$ cat src/rtl/core/bfa_pkg.sv
// Shared types, codes and constants of the buddy frame allocator.
`default_nettype none
package bfa_pkg;

    localparam int FRAME_W   = 20;
    localparam int CNT_W     = 15;
    localparam int AW        = FRAME_W + 1;
    localparam int CFG_IDX_W = 2;

    localparam int DEF_NUM_ORDERS = 11;
    localparam int DEF_MAX_FRAMES = 16384;

    typedef enum logic [1:0] {
        FN_ALLOC    = 2'd0,
        FN_FREE     = 2'd1,
        FN_ALLOC_AT = 2'd2,
        FN_INIT     = 2'd3
    } func_t;

    typedef enum logic [1:0] {
        ST_OK       = 2'd0,
        ST_BAD_SIZE = 2'd1,
        ST_NO_MEM   = 2'd2,
        ST_TAKEN    = 2'd3
    } rsp_status_t;

    localparam logic [CFG_IDX_W-1:0] CFG_BASE   = CFG_IDX_W'(0);
    localparam logic [CFG_IDX_W-1:0] CFG_FRAMES = CFG_IDX_W'(1);

    typedef struct packed {
        func_t              func;
        logic [FRAME_W-1:0] frame;
        logic [CNT_W-1:0]   nframes;
    } bfa_req_t;

    typedef struct packed {
        rsp_status_t        status;
        logic [FRAME_W-1:0] frame_out;
        logic [CNT_W-1:0]   free_cnt;
    } bfa_rsp_t;

    typedef struct packed {
        logic rd;
        logic nx_we;
        logic pv_we;
    } link_ctl_t;

    typedef struct packed {
        logic rd;
        logic we;
        logic wdata;
        logic clr;
    } bm_ctl_t;

    // start of the bitmap section that holds blocks of order ord
    function automatic int bit_off(input int ord, input int max_frames);
        int off;
        off = 0;
        for (int j = 0; j < ord; j++)
        begin
            off = off + (max_frames >> j) + 1;
        end
        return off;
    endfunction

endpackage
`default_nettype wire

$ cat src/rtl/core/bfa_seq.sv
// Sequencer: alloc, free range, carve and init over the list and bitmap memories.
`default_nettype none
module bfa_seq #(
    parameter int NUM_ORDERS = 11,
    parameter int MAX_FRAMES = 16384
) (
    input  wire                                           clk,
    input  wire                                           rst_n,
    input  wire                                           in_valid,
    output logic                                          in_stall,
    input  bfa_pkg::bfa_req_t                             in_data,
    output logic                                          out_valid,
    input  wire                                           out_stall,
    output bfa_pkg::bfa_rsp_t                             out_data,
    input  wire                                           cfg_valid,
    output logic                                          cfg_ready,
    input  wire [bfa_pkg::CFG_IDX_W-1:0]                  cfg_index,
    input  wire [bfa_pkg::FRAME_W-1:0]                    cfg_data,
    output bfa_pkg::link_ctl_t                            lk_ctl,
    output logic [$clog2(MAX_FRAMES)-1:0]                 lk_rd_addr,
    output logic [$clog2(MAX_FRAMES)-1:0]                 lk_nx_addr,
    output logic [$clog2(MAX_FRAMES):0]                   lk_nx_wdata,
    output logic [$clog2(MAX_FRAMES)-1:0]                 lk_pv_addr,
    output logic [$clog2(MAX_FRAMES):0]                   lk_pv_wdata,
    input  wire [$clog2(MAX_FRAMES):0]                    lk_nx_q,
    input  wire [$clog2(MAX_FRAMES):0]                    lk_pv_q,
    output bfa_pkg::bm_ctl_t                              bm_ctl,
    output logic [$clog2(2*MAX_FRAMES+NUM_ORDERS)-1:0]    bm_addr,
    input  wire                                           bm_q,
    input  wire                                           bm_busy
);
    import bfa_pkg::*;

    localparam int IW  = $clog2(MAX_FRAMES);
    localparam int LW  = IW + 1;
    localparam int BS  = 2 * MAX_FRAMES + NUM_ORDERS;
    localparam int BW  = $clog2(BS);
    localparam int OW  = $clog2(NUM_ORDERS);
    localparam int OW1 = $clog2(NUM_ORDERS + 1);

    localparam logic [OW-1:0] TOP_ORD = OW'(NUM_ORDERS - 1);
    localparam logic [LW-1:0] NIL     = LW'(MAX_FRAMES);
    localparam logic [AW-1:0] MAX_A   = AW'(MAX_FRAMES);

    typedef enum logic [4:0] {
        S_IDLE, S_AL_START, S_AL_FIND, S_AL_CLR, S_AL_SPLIT, S_AL_SPLB, S_AL_END,
        S_FR_TOP, S_FR_SCAN, S_FR_NEXT,
        S_CV_TOP, S_CV_FIND, S_CV_CHK, S_CV_CLR, S_CV_SPLIT,
        S_IN_CLR, S_IN_WAIT, S_IN_TOP, S_IN_NEXT,
        S_FB_TOP, S_FB_CHK, S_FB_MRG, S_FB_PUSH, S_FB_SET,
        S_LR_RD, S_LR_WR, S_LP_WR, S_LP_LINK, S_DONE
    } state_t;

    state_t state_reg, ret_lst_reg, ret_fb_reg, ret_fr_reg;

    logic [FRAME_W-1:0] base_reg;
    logic [CNT_W-1:0]   frames_reg;

    logic [CNT_W-1:0]   nreq_reg;
    logic [FRAME_W-1:0] r_reg;
    rsp_status_t        status_reg;
    logic [FRAME_W-1:0] fout_reg;

    logic [OW-1:0]      ord_need_reg;
    logic [OW1-1:0]     f_reg;
    logic [AW-1:0]      a_reg;

    logic [AW-1:0]      fr_r_reg;
    logic [CNT_W-1:0]   fr_n_reg;
    logic [OW-1:0]      c_reg;
    logic [AW-1:0]      i_reg;
    logic [OW-1:0]      k_reg;
    logic               pend_reg;
    logic               last_reg;

    logic [CNT_W-1:0]   cv_i_reg;
    logic [AW-1:0]      cr_reg;
    logic [OW-1:0]      cv_o_reg;
    logic [AW-1:0]      base_blk_reg;

    logic [AW-1:0]      fb_r_reg;
    logic [OW-1:0]      fb_o_reg;

    logic [OW-1:0]      lst_ord_reg;
    logic [IW-1:0]      lst_n_reg;

    logic [LW-1:0]      head_reg  [NUM_ORDERS];
    logic [CNT_W-1:0]   count_reg [NUM_ORDERS];
    logic [CNT_W-1:0]   total_reg;

    logic               rdok_reg;
    logic               out_valid_reg;
    bfa_rsp_t           out_data_reg;

    logic [BW-1:0]      off_tab [NUM_ORDERS];

    for (genvar g = 0; g < NUM_ORDERS; g++)
    begin : g_off
        assign off_tab[g] = BW'(bit_off(g, MAX_FRAMES));
    end

    // combinational helpers
    logic [AW-1:0]   lim;
    logic [OW-1:0]   al_ord;
    logic            al_bad;
    logic [OW-1:0]   fr_c;
    logic [OW-1:0]   in_o;
    logic [AW-1:0]   fr_sz;
    logic [AW-1:0]   fr_cur;
    logic [AW-1:0]   fb_one;
    logic [AW-1:0]   fb_bidx;
    logic [AW-1:0]   fb_b;
    logic [AW-1:0]   cv_idx;
    logic [AW-1:0]   cv_base;
    logic [OW-1:0]   cv_o_dn;
    logic [AW-1:0]   cv_upper;
    logic [OW-1:0]   f_dn;
    logic [AW-1:0]   al_s_push;
    logic [AW-1:0]   al_s_set;
    logic [AW-1:0]   lst_one;
    logic [OW-1:0]   hsel;
    logic [LW-1:0]   head_q;
    logic [CNT_W-1:0] count_q;
    logic            bit_q;
    logic            scan_issue;
    logic [OW-1:0]   bm_ord;
    logic [AW-1:0]   bm_idx;
    logic [AW:0]     bm_pos;
    logic            bm_rng;
    logic            in_acc;

    assign lim = (AW'(frames_reg) > MAX_A) ? MAX_A : AW'(frames_reg);

    always_comb
    begin
        al_ord = TOP_ORD;
        for (int j = NUM_ORDERS - 1; j >= 0; j--)
        begin
            if ((AW'(1) << j) >= AW'(nreq_reg))
            begin
                al_ord = OW'(j);
            end
        end
        al_bad = (nreq_reg == '0) || (AW'(nreq_reg) > (AW'(1) << (NUM_ORDERS - 1)));
    end

    // largest aligned chunk that fits the remaining count, and the largest that fits below the region limit
    always_comb
    begin
        fr_c = '0;
        in_o = '0;
        for (int j = 1; j < NUM_ORDERS; j++)
        begin
            if ((fr_r_reg & ((AW'(1) << j) - AW'(1))) == '0)
            begin
                if ((AW'(1) << j) <= AW'(fr_n_reg))
                begin
                    fr_c = OW'(j);
                end
                if ((AW'(1) << j) <= lim && fr_r_reg <= lim - (AW'(1) << j))
                begin
                    in_o = OW'(j);
                end
            end
        end
    end

    assign fr_sz     = AW'(1) << c_reg;
    assign fr_cur    = fr_r_reg + i_reg;
    assign fb_one    = AW'(1) << fb_o_reg;
    assign fb_bidx   = (fb_r_reg >> fb_o_reg) ^ AW'(1);
    assign fb_b      = fb_bidx << fb_o_reg;
    assign cv_idx    = cr_reg >> cv_o_reg;
    assign cv_base   = cv_idx << cv_o_reg;
    assign cv_o_dn   = cv_o_reg - OW'(1);
    assign cv_upper  = base_blk_reg + (AW'(1) << cv_o_dn);
    assign f_dn      = OW'(f_reg - OW1'(1));
    assign al_s_push = a_reg + (AW'(1) << f_dn);
    assign al_s_set  = a_reg + (AW'(1) << f_reg);
    assign lst_one   = AW'(1) << lst_ord_reg;
    assign hsel      = (state_reg == S_AL_FIND) ? OW'(f_reg) : lst_ord_reg;
    assign head_q    = head_reg[hsel];
    assign count_q   = count_reg[hsel];
    assign bit_q     = bm_q & rdok_reg;
    assign scan_issue = !(pend_reg && bit_q) && !last_reg;
    assign in_acc    = in_valid && !in_stall;

    // memory port control
    always_comb
    begin
        lk_ctl      = '0;
        lk_rd_addr  = lst_n_reg;
        lk_nx_addr  = lst_n_reg;
        lk_nx_wdata = head_q;
        lk_pv_addr  = lst_n_reg;
        lk_pv_wdata = NIL;
        bm_ctl      = '0;
        bm_ord      = fb_o_reg;
        bm_idx      = fb_bidx;
        unique case (state_reg)
            S_LR_RD:
            begin
                lk_ctl.rd = 1'b1;
            end
            S_LR_WR:
            begin
                lk_ctl.nx_we = (lk_pv_q < NIL);
                lk_nx_addr   = lk_pv_q[IW-1:0];
                lk_nx_wdata  = lk_nx_q;
                lk_ctl.pv_we = (lk_nx_q < NIL);
                lk_pv_addr   = lk_nx_q[IW-1:0];
                lk_pv_wdata  = lk_pv_q;
            end
            S_LP_WR:
            begin
                lk_ctl.nx_we = 1'b1;
                lk_ctl.pv_we = 1'b1;
            end
            S_LP_LINK:
            begin
                lk_ctl.pv_we = (head_q < NIL);
                lk_pv_addr   = head_q[IW-1:0];
                lk_pv_wdata  = LW'(lst_n_reg);
            end
            S_FB_TOP:
            begin
                bm_ctl.rd = (fb_o_reg < TOP_ORD) &&
                            ((AW+1)'(fb_b) + (AW+1)'(fb_one) <= (AW+1)'(lim));
            end
            S_FB_MRG:
            begin
                bm_ctl.we = 1'b1;
            end
            S_FB_SET:
            begin
                bm_ctl.we    = 1'b1;
                bm_ctl.wdata = 1'b1;
                bm_idx       = fb_r_reg >> fb_o_reg;
            end
            S_FR_SCAN:
            begin
                bm_ctl.rd = scan_issue;
                bm_ord    = k_reg;
                bm_idx    = fr_cur >> k_reg;
            end
            S_CV_FIND:
            begin
                bm_ctl.rd = 1'b1;
                bm_ord    = cv_o_reg;
                bm_idx    = cv_idx;
            end
            S_CV_CLR:
            begin
                bm_ctl.we = 1'b1;
                bm_ord    = cv_o_reg;
                bm_idx    = cv_idx;
            end
            S_AL_CLR:
            begin
                bm_ctl.we = 1'b1;
                bm_ord    = OW'(f_reg);
                bm_idx    = a_reg >> f_reg;
            end
            S_AL_SPLB:
            begin
                bm_ctl.we    = 1'b1;
                bm_ctl.wdata = 1'b1;
                bm_ord       = OW'(f_reg);
                bm_idx       = al_s_set >> f_reg;
            end
            S_IN_CLR:
            begin
                bm_ctl.clr = 1'b1;
            end
            default:
            begin
                bm_ctl = '0;
            end
        endcase
        bm_pos = (AW+1)'(off_tab[bm_ord]) + (AW+1)'(bm_idx);
        bm_rng = bm_pos < (AW+1)'(BS);
        bm_addr = bm_pos[BW-1:0];
        bm_ctl.rd = bm_ctl.rd && bm_rng;
        bm_ctl.we = bm_ctl.we && bm_rng;
    end

    always_ff @(posedge clk or negedge rst_n)
    begin
        if (!rst_n)
        begin
            state_reg     <= S_IDLE;
            ret_lst_reg   <= S_IDLE;
            ret_fb_reg    <= S_IDLE;
            ret_fr_reg    <= S_IDLE;
            base_reg      <= '0;
            frames_reg    <= CNT_W'(16384);
            nreq_reg      <= '0;
            r_reg         <= '0;
            status_reg    <= ST_OK;
            fout_reg      <= '0;
            ord_need_reg  <= '0;
            f_reg         <= '0;
            a_reg         <= '0;
            fr_r_reg      <= '0;
            fr_n_reg      <= '0;
            c_reg         <= '0;
            i_reg         <= '0;
            k_reg         <= '0;
            pend_reg      <= 1'b0;
            last_reg      <= 1'b0;
            cv_i_reg      <= '0;
            cr_reg        <= '0;
            cv_o_reg      <= '0;
            base_blk_reg  <= '0;
            fb_r_reg      <= '0;
            fb_o_reg      <= '0;
            lst_ord_reg   <= '0;
            lst_n_reg     <= '0;
            for (int j = 0; j < NUM_ORDERS; j++)
            begin
                head_reg[j]  <= NIL;
                count_reg[j] <= '0;
            end
            total_reg     <= '0;
            rdok_reg      <= 1'b0;
            out_valid_reg <= 1'b0;
            out_data_reg  <= '0;
        end
        else
        begin
            if (cfg_valid)
            begin
                if (cfg_index == CFG_BASE)
                begin
                    base_reg <= cfg_data;
                end
                else if (cfg_index == CFG_FRAMES)
                begin
                    frames_reg <= cfg_data[CNT_W-1:0];
                end
            end

            if (bm_ctl.rd)
            begin
                rdok_reg <= bm_rng;
            end

            if (out_valid_reg && !out_stall && state_reg != S_DONE)
            begin
                out_valid_reg <= 1'b0;
            end

            unique case (state_reg)
                S_IDLE:
                begin
                    if (in_acc)
                    begin
                        nreq_reg   <= in_data.nframes;
                        r_reg      <= in_data.frame - base_reg;
                        fout_reg   <= in_data.frame;
                        status_reg <= ST_OK;
                        unique case (in_data.func)
                            FN_ALLOC:
                            begin
                                state_reg <= S_AL_START;
                            end
                            FN_FREE:
                            begin
                                // offset wraps at the frame width
                                fr_r_reg   <= {1'b0, in_data.frame - base_reg};
                                fr_n_reg   <= in_data.nframes;
                                ret_fr_reg <= S_DONE;
                                state_reg  <= S_FR_TOP;
                            end
                            FN_ALLOC_AT:
                            begin
                                cv_i_reg  <= '0;
                                state_reg <= S_CV_TOP;
                            end
                            FN_INIT:
                            begin
                                fout_reg  <= '0;
                                state_reg <= S_IN_CLR;
                            end
                            default:
                            begin
                                state_reg <= S_IDLE;
                            end
                        endcase
                    end
                end

                // allocate
                S_AL_START:
                begin
                    if (al_bad)
                    begin
                        status_reg <= ST_BAD_SIZE;
                        fout_reg   <= '0;
                        state_reg  <= S_DONE;
                    end
                    else
                    begin
                        ord_need_reg <= al_ord;
                        f_reg        <= OW1'(al_ord);
                        state_reg    <= S_AL_FIND;
                    end
                end
                S_AL_FIND:
                begin
                    if (f_reg == OW1'(NUM_ORDERS))
                    begin
                        status_reg <= ST_NO_MEM;
                        fout_reg   <= '0;
                        state_reg  <= S_DONE;
                    end
                    else if (count_q == '0 || head_q >= NIL)
                    begin
                        f_reg <= f_reg + OW1'(1);
                    end
                    else
                    begin
                        a_reg       <= AW'(head_q);
                        lst_ord_reg <= OW'(f_reg);
                        lst_n_reg   <= head_q[IW-1:0];
                        ret_lst_reg <= S_AL_CLR;
                        state_reg   <= S_LR_RD;
                    end
                end
                S_AL_CLR:
                begin
                    state_reg <= S_AL_SPLIT;
                end
                S_AL_SPLIT:
                begin
                    if (f_reg > OW1'(ord_need_reg))
                    begin
                        f_reg       <= f_reg - OW1'(1);
                        lst_ord_reg <= f_dn;
                        lst_n_reg   <= al_s_push[IW-1:0];
                        ret_lst_reg <= S_AL_SPLB;
                        state_reg   <= S_LP_WR;
                    end
                    else
                    begin
                        fr_r_reg   <= a_reg + AW'(nreq_reg);
                        fr_n_reg   <= CNT_W'((AW'(1) << ord_need_reg) - AW'(nreq_reg));
                        ret_fr_reg <= S_AL_END;
                        state_reg  <= S_FR_TOP;
                    end
                end
                S_AL_SPLB:
                begin
                    state_reg <= S_AL_SPLIT;
                end
                S_AL_END:
                begin
                    fout_reg  <= base_reg + a_reg[FRAME_W-1:0];
                    state_reg <= S_DONE;
                end

                // free range: aligned chunks, each checked frame by frame, order by order
                S_FR_TOP:
                begin
                    if (fr_n_reg == '0)
                    begin
                        state_reg <= ret_fr_reg;
                    end
                    else
                    begin
                        c_reg <= fr_c;
                        if ((AW+1)'(fr_r_reg) + (AW+1)'(AW'(1) << fr_c) > (AW+1)'(lim))
                        begin
                            state_reg <= S_FR_NEXT;
                        end
                        else
                        begin
                            i_reg     <= '0;
                            k_reg     <= '0;
                            pend_reg  <= 1'b0;
                            last_reg  <= 1'b0;
                            state_reg <= S_FR_SCAN;
                        end
                    end
                end
                S_FR_SCAN:
                begin
                    if (pend_reg && bit_q)
                    begin
                        state_reg <= S_FR_NEXT;
                    end
                    else if (last_reg)
                    begin
                        fb_r_reg   <= fr_r_reg;
                        fb_o_reg   <= c_reg;
                        ret_fb_reg <= S_FR_NEXT;
                        state_reg  <= S_FB_TOP;
                    end
                    else
                    begin
                        pend_reg <= 1'b1;
                        if (k_reg == TOP_ORD)
                        begin
                            k_reg <= '0;
                            if (i_reg == fr_sz - AW'(1))
                            begin
                                last_reg <= 1'b1;
                            end
                            else
                            begin
                                i_reg <= i_reg + AW'(1);
                            end
                        end
                        else
                        begin
                            k_reg <= k_reg + OW'(1);
                        end
                    end
                end
                S_FR_NEXT:
                begin
                    fr_r_reg  <= fr_r_reg + fr_sz;
                    fr_n_reg  <= fr_n_reg - CNT_W'(fr_sz);
                    state_reg <= S_FR_TOP;
                end

                // allocate at: carve one frame at a time
                S_CV_TOP:
                begin
                    if (cv_i_reg == nreq_reg)
                    begin
                        state_reg <= S_DONE;
                    end
                    else if (AW'(r_reg) + AW'(cv_i_reg) >= lim)
                    begin
                        status_reg <= ST_TAKEN;
                        state_reg  <= S_DONE;
                    end
                    else
                    begin
                        cr_reg    <= AW'(r_reg) + AW'(cv_i_reg);
                        cv_o_reg  <= TOP_ORD;
                        state_reg <= S_CV_FIND;
                    end
                end
                S_CV_FIND:
                begin
                    state_reg <= S_CV_CHK;
                end
                S_CV_CHK:
                begin
                    if (bit_q)
                    begin
                        base_blk_reg <= cv_base;
                        lst_ord_reg  <= cv_o_reg;
                        lst_n_reg    <= cv_base[IW-1:0];
                        ret_lst_reg  <= S_CV_CLR;
                        state_reg    <= S_LR_RD;
                    end
                    else if (cv_o_reg == '0)
                    begin
                        status_reg <= ST_TAKEN;
                        state_reg  <= S_DONE;
                    end
                    else
                    begin
                        cv_o_reg  <= cv_o_dn;
                        state_reg <= S_CV_FIND;
                    end
                end
                S_CV_CLR:
                begin
                    state_reg <= S_CV_SPLIT;
                end
                S_CV_SPLIT:
                begin
                    if (cv_o_reg == '0)
                    begin
                        cv_i_reg  <= cv_i_reg + CNT_W'(1);
                        state_reg <= S_CV_TOP;
                    end
                    else
                    begin
                        // free the half that does not hold the frame
                        cv_o_reg   <= cv_o_dn;
                        fb_o_reg   <= cv_o_dn;
                        ret_fb_reg <= S_CV_SPLIT;
                        state_reg  <= S_FB_TOP;
                        if (cr_reg >= cv_upper)
                        begin
                            fb_r_reg     <= base_blk_reg;
                            base_blk_reg <= cv_upper;
                        end
                        else
                        begin
                            fb_r_reg <= cv_upper;
                        end
                    end
                end

                // init
                S_IN_CLR:
                begin
                    for (int j = 0; j < NUM_ORDERS; j++)
                    begin
                        head_reg[j]  <= NIL;
                        count_reg[j] <= '0;
                    end
                    total_reg <= '0;
                    state_reg <= S_IN_WAIT;
                end
                S_IN_WAIT:
                begin
                    if (!bm_busy)
                    begin
                        fr_r_reg  <= '0;
                        state_reg <= S_IN_TOP;
                    end
                end
                S_IN_TOP:
                begin
                    if (fr_r_reg >= lim)
                    begin
                        state_reg <= S_DONE;
                    end
                    else
                    begin
                        c_reg      <= in_o;
                        fb_r_reg   <= fr_r_reg;
                        fb_o_reg   <= in_o;
                        ret_fb_reg <= S_IN_NEXT;
                        state_reg  <= S_FB_TOP;
                    end
                end
                S_IN_NEXT:
                begin
                    fr_r_reg  <= fr_r_reg + fr_sz;
                    state_reg <= S_IN_TOP;
                end

                // free one block, merging upward with free buddies
                S_FB_TOP:
                begin
                    if (bm_ctl.rd)
                    begin
                        state_reg <= S_FB_CHK;
                    end
                    else
                    begin
                        state_reg <= S_FB_PUSH;
                    end
                end
                S_FB_CHK:
                begin
                    if (!bit_q)
                    begin
                        state_reg <= S_FB_PUSH;
                    end
                    else
                    begin
                        lst_ord_reg <= fb_o_reg;
                        lst_n_reg   <= fb_b[IW-1:0];
                        ret_lst_reg <= S_FB_MRG;
                        state_reg   <= S_LR_RD;
                    end
                end
                S_FB_MRG:
                begin
                    if (fb_b < fb_r_reg)
                    begin
                        fb_r_reg <= fb_b;
                    end
                    fb_o_reg  <= fb_o_reg + OW'(1);
                    state_reg <= S_FB_TOP;
                end
                S_FB_PUSH:
                begin
                    lst_ord_reg <= fb_o_reg;
                    lst_n_reg   <= fb_r_reg[IW-1:0];
                    ret_lst_reg <= S_FB_SET;
                    state_reg   <= S_LP_WR;
                end
                S_FB_SET:
                begin
                    state_reg <= ret_fb_reg;
                end

                // list remove
                S_LR_RD:
                begin
                    state_reg <= S_LR_WR;
                end
                S_LR_WR:
                begin
                    if (lk_pv_q >= NIL)
                    begin
                        head_reg[lst_ord_reg] <= lk_nx_q;
                    end
                    if (count_q != '0)
                    begin
                        count_reg[lst_ord_reg] <= count_q - CNT_W'(1);
                    end
                    if (AW'(total_reg) >= lst_one)
                    begin
                        total_reg <= total_reg - CNT_W'(lst_one);
                    end
                    else
                    begin
                        total_reg <= '0;
                    end
                    state_reg <= ret_lst_reg;
                end

                // list push
                S_LP_WR:
                begin
                    state_reg <= S_LP_LINK;
                end
                S_LP_LINK:
                begin
                    head_reg[lst_ord_reg]  <= LW'(lst_n_reg);
                    count_reg[lst_ord_reg] <= count_q + CNT_W'(1);
                    total_reg              <= total_reg + CNT_W'(lst_one);
                    state_reg              <= ret_lst_reg;
                end

                S_DONE:
                begin
                    if (!out_valid_reg || !out_stall)
                    begin
                        out_valid_reg          <= 1'b1;
                        out_data_reg.status    <= status_reg;
                        out_data_reg.frame_out <= fout_reg;
                        out_data_reg.free_cnt  <= total_reg;
                        state_reg              <= S_IDLE;
                    end
                end

                default:
                begin
                    state_reg <= S_IDLE;
                end
            endcase
        end
    end

    assign in_stall  = (state_reg != S_IDLE) || bm_busy;
    assign cfg_ready = 1'b1;
    assign out_valid = out_valid_reg;
    assign out_data  = out_data_reg;

endmodule
`default_nettype wire

$ cat config.mk
export PLATFORM = sky130hd
export DESIGN_NAME = bfa_seq
export DESIGN_NICKNAME = d
export VERILOG_FILES = /design/src/rtl/core/bfa_pkg.sv /design/src/rtl/core/bfa_seq.sv
export SDC_FILE = /design/constraint.sdc
export NUM_CORES = 2
export LEC_CHECK = 0
export BUFFER_PORTS_ARGS = -buffer_cell sky130_fd_sc_hd__buf_2
export CAP_MARGIN = 30
export CORE_MARGIN = 2
export CORE_UTILIZATION = 45
export DETAILED_ROUTE_END_ITERATION = 10
export PLACE_DENSITY = 0.72
export SLEW_MARGIN = 20
export SYNTH_ARGS = -nofsm -noshare
export SYNTH_HDL_FRONTEND = slang
export SYNTH_SLANG_ARGS = --single-unit
$ cat constraint.sdc
create_clock -name clk -period 11.16 [get_ports clk]
set_clock_uncertainty 0.15 [all_clocks]
set_input_delay 0.558 -clock clk [delete_from_list [all_inputs] [get_ports clk]]
set_output_delay 0.558 -clock clk [all_outputs]
set_load 0.005 [all_outputs]
==> out/metrics.cfg <==
[status]
run_status=complete, no violations

[logic_synthesis]
synth_sequential_area_ratio_pct=28.4
synth_enable_flop_cells=0
yosys_warnings=0
postSynthCellCount=7348
ys_ff_latch=688
post_synth_num_cell_types=110
ys_dominant_reg_cell=dfrtp_1
post_synth.cell_area_avg_sq_um=8.27
synth_area_sq_um=60800
synth-async-reset-ratio_pct=100

[global_route]
grt_antenna_before_repair=19
grt_use_total_pct=35.8
grt_first_pass_wirelength_mm=374
first_global_vias=57500
grt_start_max_net_pins=164
grt_remaining_overflow=0

[placed_design]
gp_routability_congestion=1.13
place_hpwl_mm=190
numPlacedInstances=9076
placement.cell_area_sq_um=64000
portBuffers=229

[setup_path]
critPathLaunch=f_reg[3]$_DFFE_PN0P_
reg2reg_from=cv_o_reg[0]$_DFFE_PN0P_
rrSetupSlack_ps=1700
path_common_cell=o21ai_0
crit_path_top_delay_cell=dfrtp_1
worst-endpoint-arrival_ps=9580
endpoint_kind=primary output
critical_path.reg2reg.endpoint=fb_r_reg[0]$_DFFE_PN0P_
critPathKind=flip-flop to primary output
critPathRequiredTime_ps=10450
worstSetupStartpointType=flip-flop
worst-r2r-cell-count=27
cp_max_fo=18
critical-path-max-stage-delay_ps=720

[sta]
post_route_fraction_of_the_period_consumed_by_the_critical_path_pct=92.2
timing_max_transition_violations_final=0
worst_slew_margin_rel_pct=16.9
fmax_mhz=97.2
slew_at_the_pin_closest_to_its_max_slew_limit_ps=1250
grt_setup_unrepaired=false
setup-violations-final=0
fin_tns_setup_ps=0
timing.final.hold_violations=0
finalWorstPathRequiredPeriod_ps=10290

[drt]
drt-initial-drc-count=7605
total_via_count_after_detailed_routing=60900
dr.pass1.iters=6
avgRoutedWirePerCell_microns=27.2
drcViolationCount=0
wl_final_mm=253
antenna_left=0
drt-vias-per-instance=6.56

[die]
design.core.area_sq_um=134000
width_of_the_die_microns=371
io_pins=231
placement_rows=134
initial_utilization_pct=45.4
die-area_sq_um=138000
die_height_microns=371

[final_layout]
n_fill_cell=12700
mostFrequentLayoutCells=o21ai_0, dfrtp_1, nor2_1
syn2layout_area_growth_pct=11.0
drive_above_1_share_pct=12.5
nets=8116
layout.cells.most_common=o21ai_0
stdcell_count=9284
post-route-cell-area_sq_um=67500

[clock_tree]
cts.reportedPaths.clkPinSlew_ps=60
cts_tree=built
post-cts-setup-buffers=0
cts.sink_count=688
tritoncts.num_buffers=83
root_buffer=clkbuf_16
cts_hold_buf=34
clock_latency_late_sink_ps=710
ctsResizeCount=0
h-tree-depth=3
buffers_from_clock_root_to_sink_at_most=3

[power_and_ir_drop]
pwr-share-clk_pct=13.7
comb_power_share_pct=67.1
power.switching_fraction_pct=52.9
static-leakage-power_nw=30.4
internal_power_of_the_cells_mw=10.1
vdd_ir_drop_max_v=0.000193
total_switching_power_mw=11.4
powerDensity_nw_per_um2=318
share_seq_of_total_power_pct=19.2

[hold_path]
whs_endpoint=base_reg[2]$_DFFE_PN0P_
min_from=cfg_data[2]
holdCritPathClass=input pin to flip-flop
worst_hold_path.num_cells=3

[run]
max_cap_viol_count=0

==> metrics by stage <==
stage / setup slack [ps] / hold slack, ps / utilization [%] / power [mW]
5_1_grt: 610 / 18.4 / 50.4 / 22.8
2_1_floorplan: 3330 / 112 / - / 13.0
6_report: 873 / 47.7 / 50.4 / 21.5
3_3_place_gp: 2000 / 308 / 47.7 / 17.8
3_5_place_dp: 1970 / 320 / 47.8 / 18.0
4_1_cts: 1180 / 5.83 / 50.3 / 21.0
==> critical path: cells and delay by family (launching register included) <==
family	cells	cell delay, ps
compound gates	15	3730
simple gates	7	2390
fa+ha+maj	4	1330
flops	1	720
mux	2	270
buf+inv	1	240
xor+xnor	1	180
==> routing by layer <==
metal / share of wire (%) / GRT usage [%] / vias up
li1: - / - / 27100
met3: 11 / 9.20 / 743
met5: 0.052 / 0 / -
met4: 6.5 / 19.9 / 22
met2: 43 / 53.5 / 3417
met1: 40 / 47.3 / 29600
==> power groups by stage <==
stage	clock network (mW)	registers, mW	logic (mW)
after floorplan	0	3.69	9.32
after global placement	0	4.08	13.7
after detailed placement	0	4.10	13.9
after CTS	2.96	4.06	14.0
after global routing	3.06	4.18	15.5
final	2.93	4.13	14.4
==> cells in the mapped netlist (all sizes together), types with 127 or more instances <==
| master | instances | area share [%] |
|---|---|---|
| nand2 | 654 | 4.0 |
| clkbuf | 383 | 2.4 |
| inv | 298 | 1.8 |
| ha | 561 | 12 |
| o21ai | 768 | 6.3 |
| xnor2 | 201 | 2.9 |
| nand3 | 294 | 2.4 |
| dfrtp | 676 | 28 |
| nor2 | 665 | 4.1 |
| mux2 | 163 | 3.0 |
| mux2i | 127 | 2.1 |
| a21o | 161 | 2.0 |
| a21oi | 637 | 5.3 |
==> cell type report <==
| class | instances | area [sq um] | share of cell area (%) |
|---|---|---|---|
| Sequential cell | 688 | 17200 | 25.6 |
| Tap cell | 1768 | 2210 | 3.28 |
| Inverter | 313 | 1170 | 1.74 |
| Multi-Input combinational cell | 5899 | 40800 | 60.5 |
| Antenna cell | 5 | 12.5 | 0.0185 |
| Timing Repair Buffer | 458 | 3100 | 4.60 |
| Clock buffer | 109 | 2310 | 3.43 |
| Clock inverter | 44 | 604 | 0.896 |
==> cell families (layout without fill, tap and decap cells) <==
| kind of cell | count (synthesis) | after routing | share of synthesized area, % |
|---|---|---|---|
| other cells | 2 | 11 | 0.0124 |
| mux | 385 | 385 | 8.63 |
| fa+ha+maj | 577 | 577 | 12.1 |
| simple gates | 2221 | 2221 | 17.0 |
| flops | 688 | 688 | 28.4 |
| xor+xnor | 327 | 327 | 4.71 |
| compound gates | 2383 | 2383 | 24.4 |
| buf+inv | 765 | 924 | 4.85 |
==> worst max-delay path by stage <==
stage,cells after the start,to
floorplan,35,base_blk_reg[2]$_DFFE_PN0P_
finish,30,bm_ctl[2]
global route,29,bm_ctl[2]
detailed placement,32,bm_ctl[2]
global placement,26,fb_r_reg[0]$_DFFE_PN0P_
CTS,30,bm_ctl[2]
Note: power is estimated with default switching activity, not from simulation.
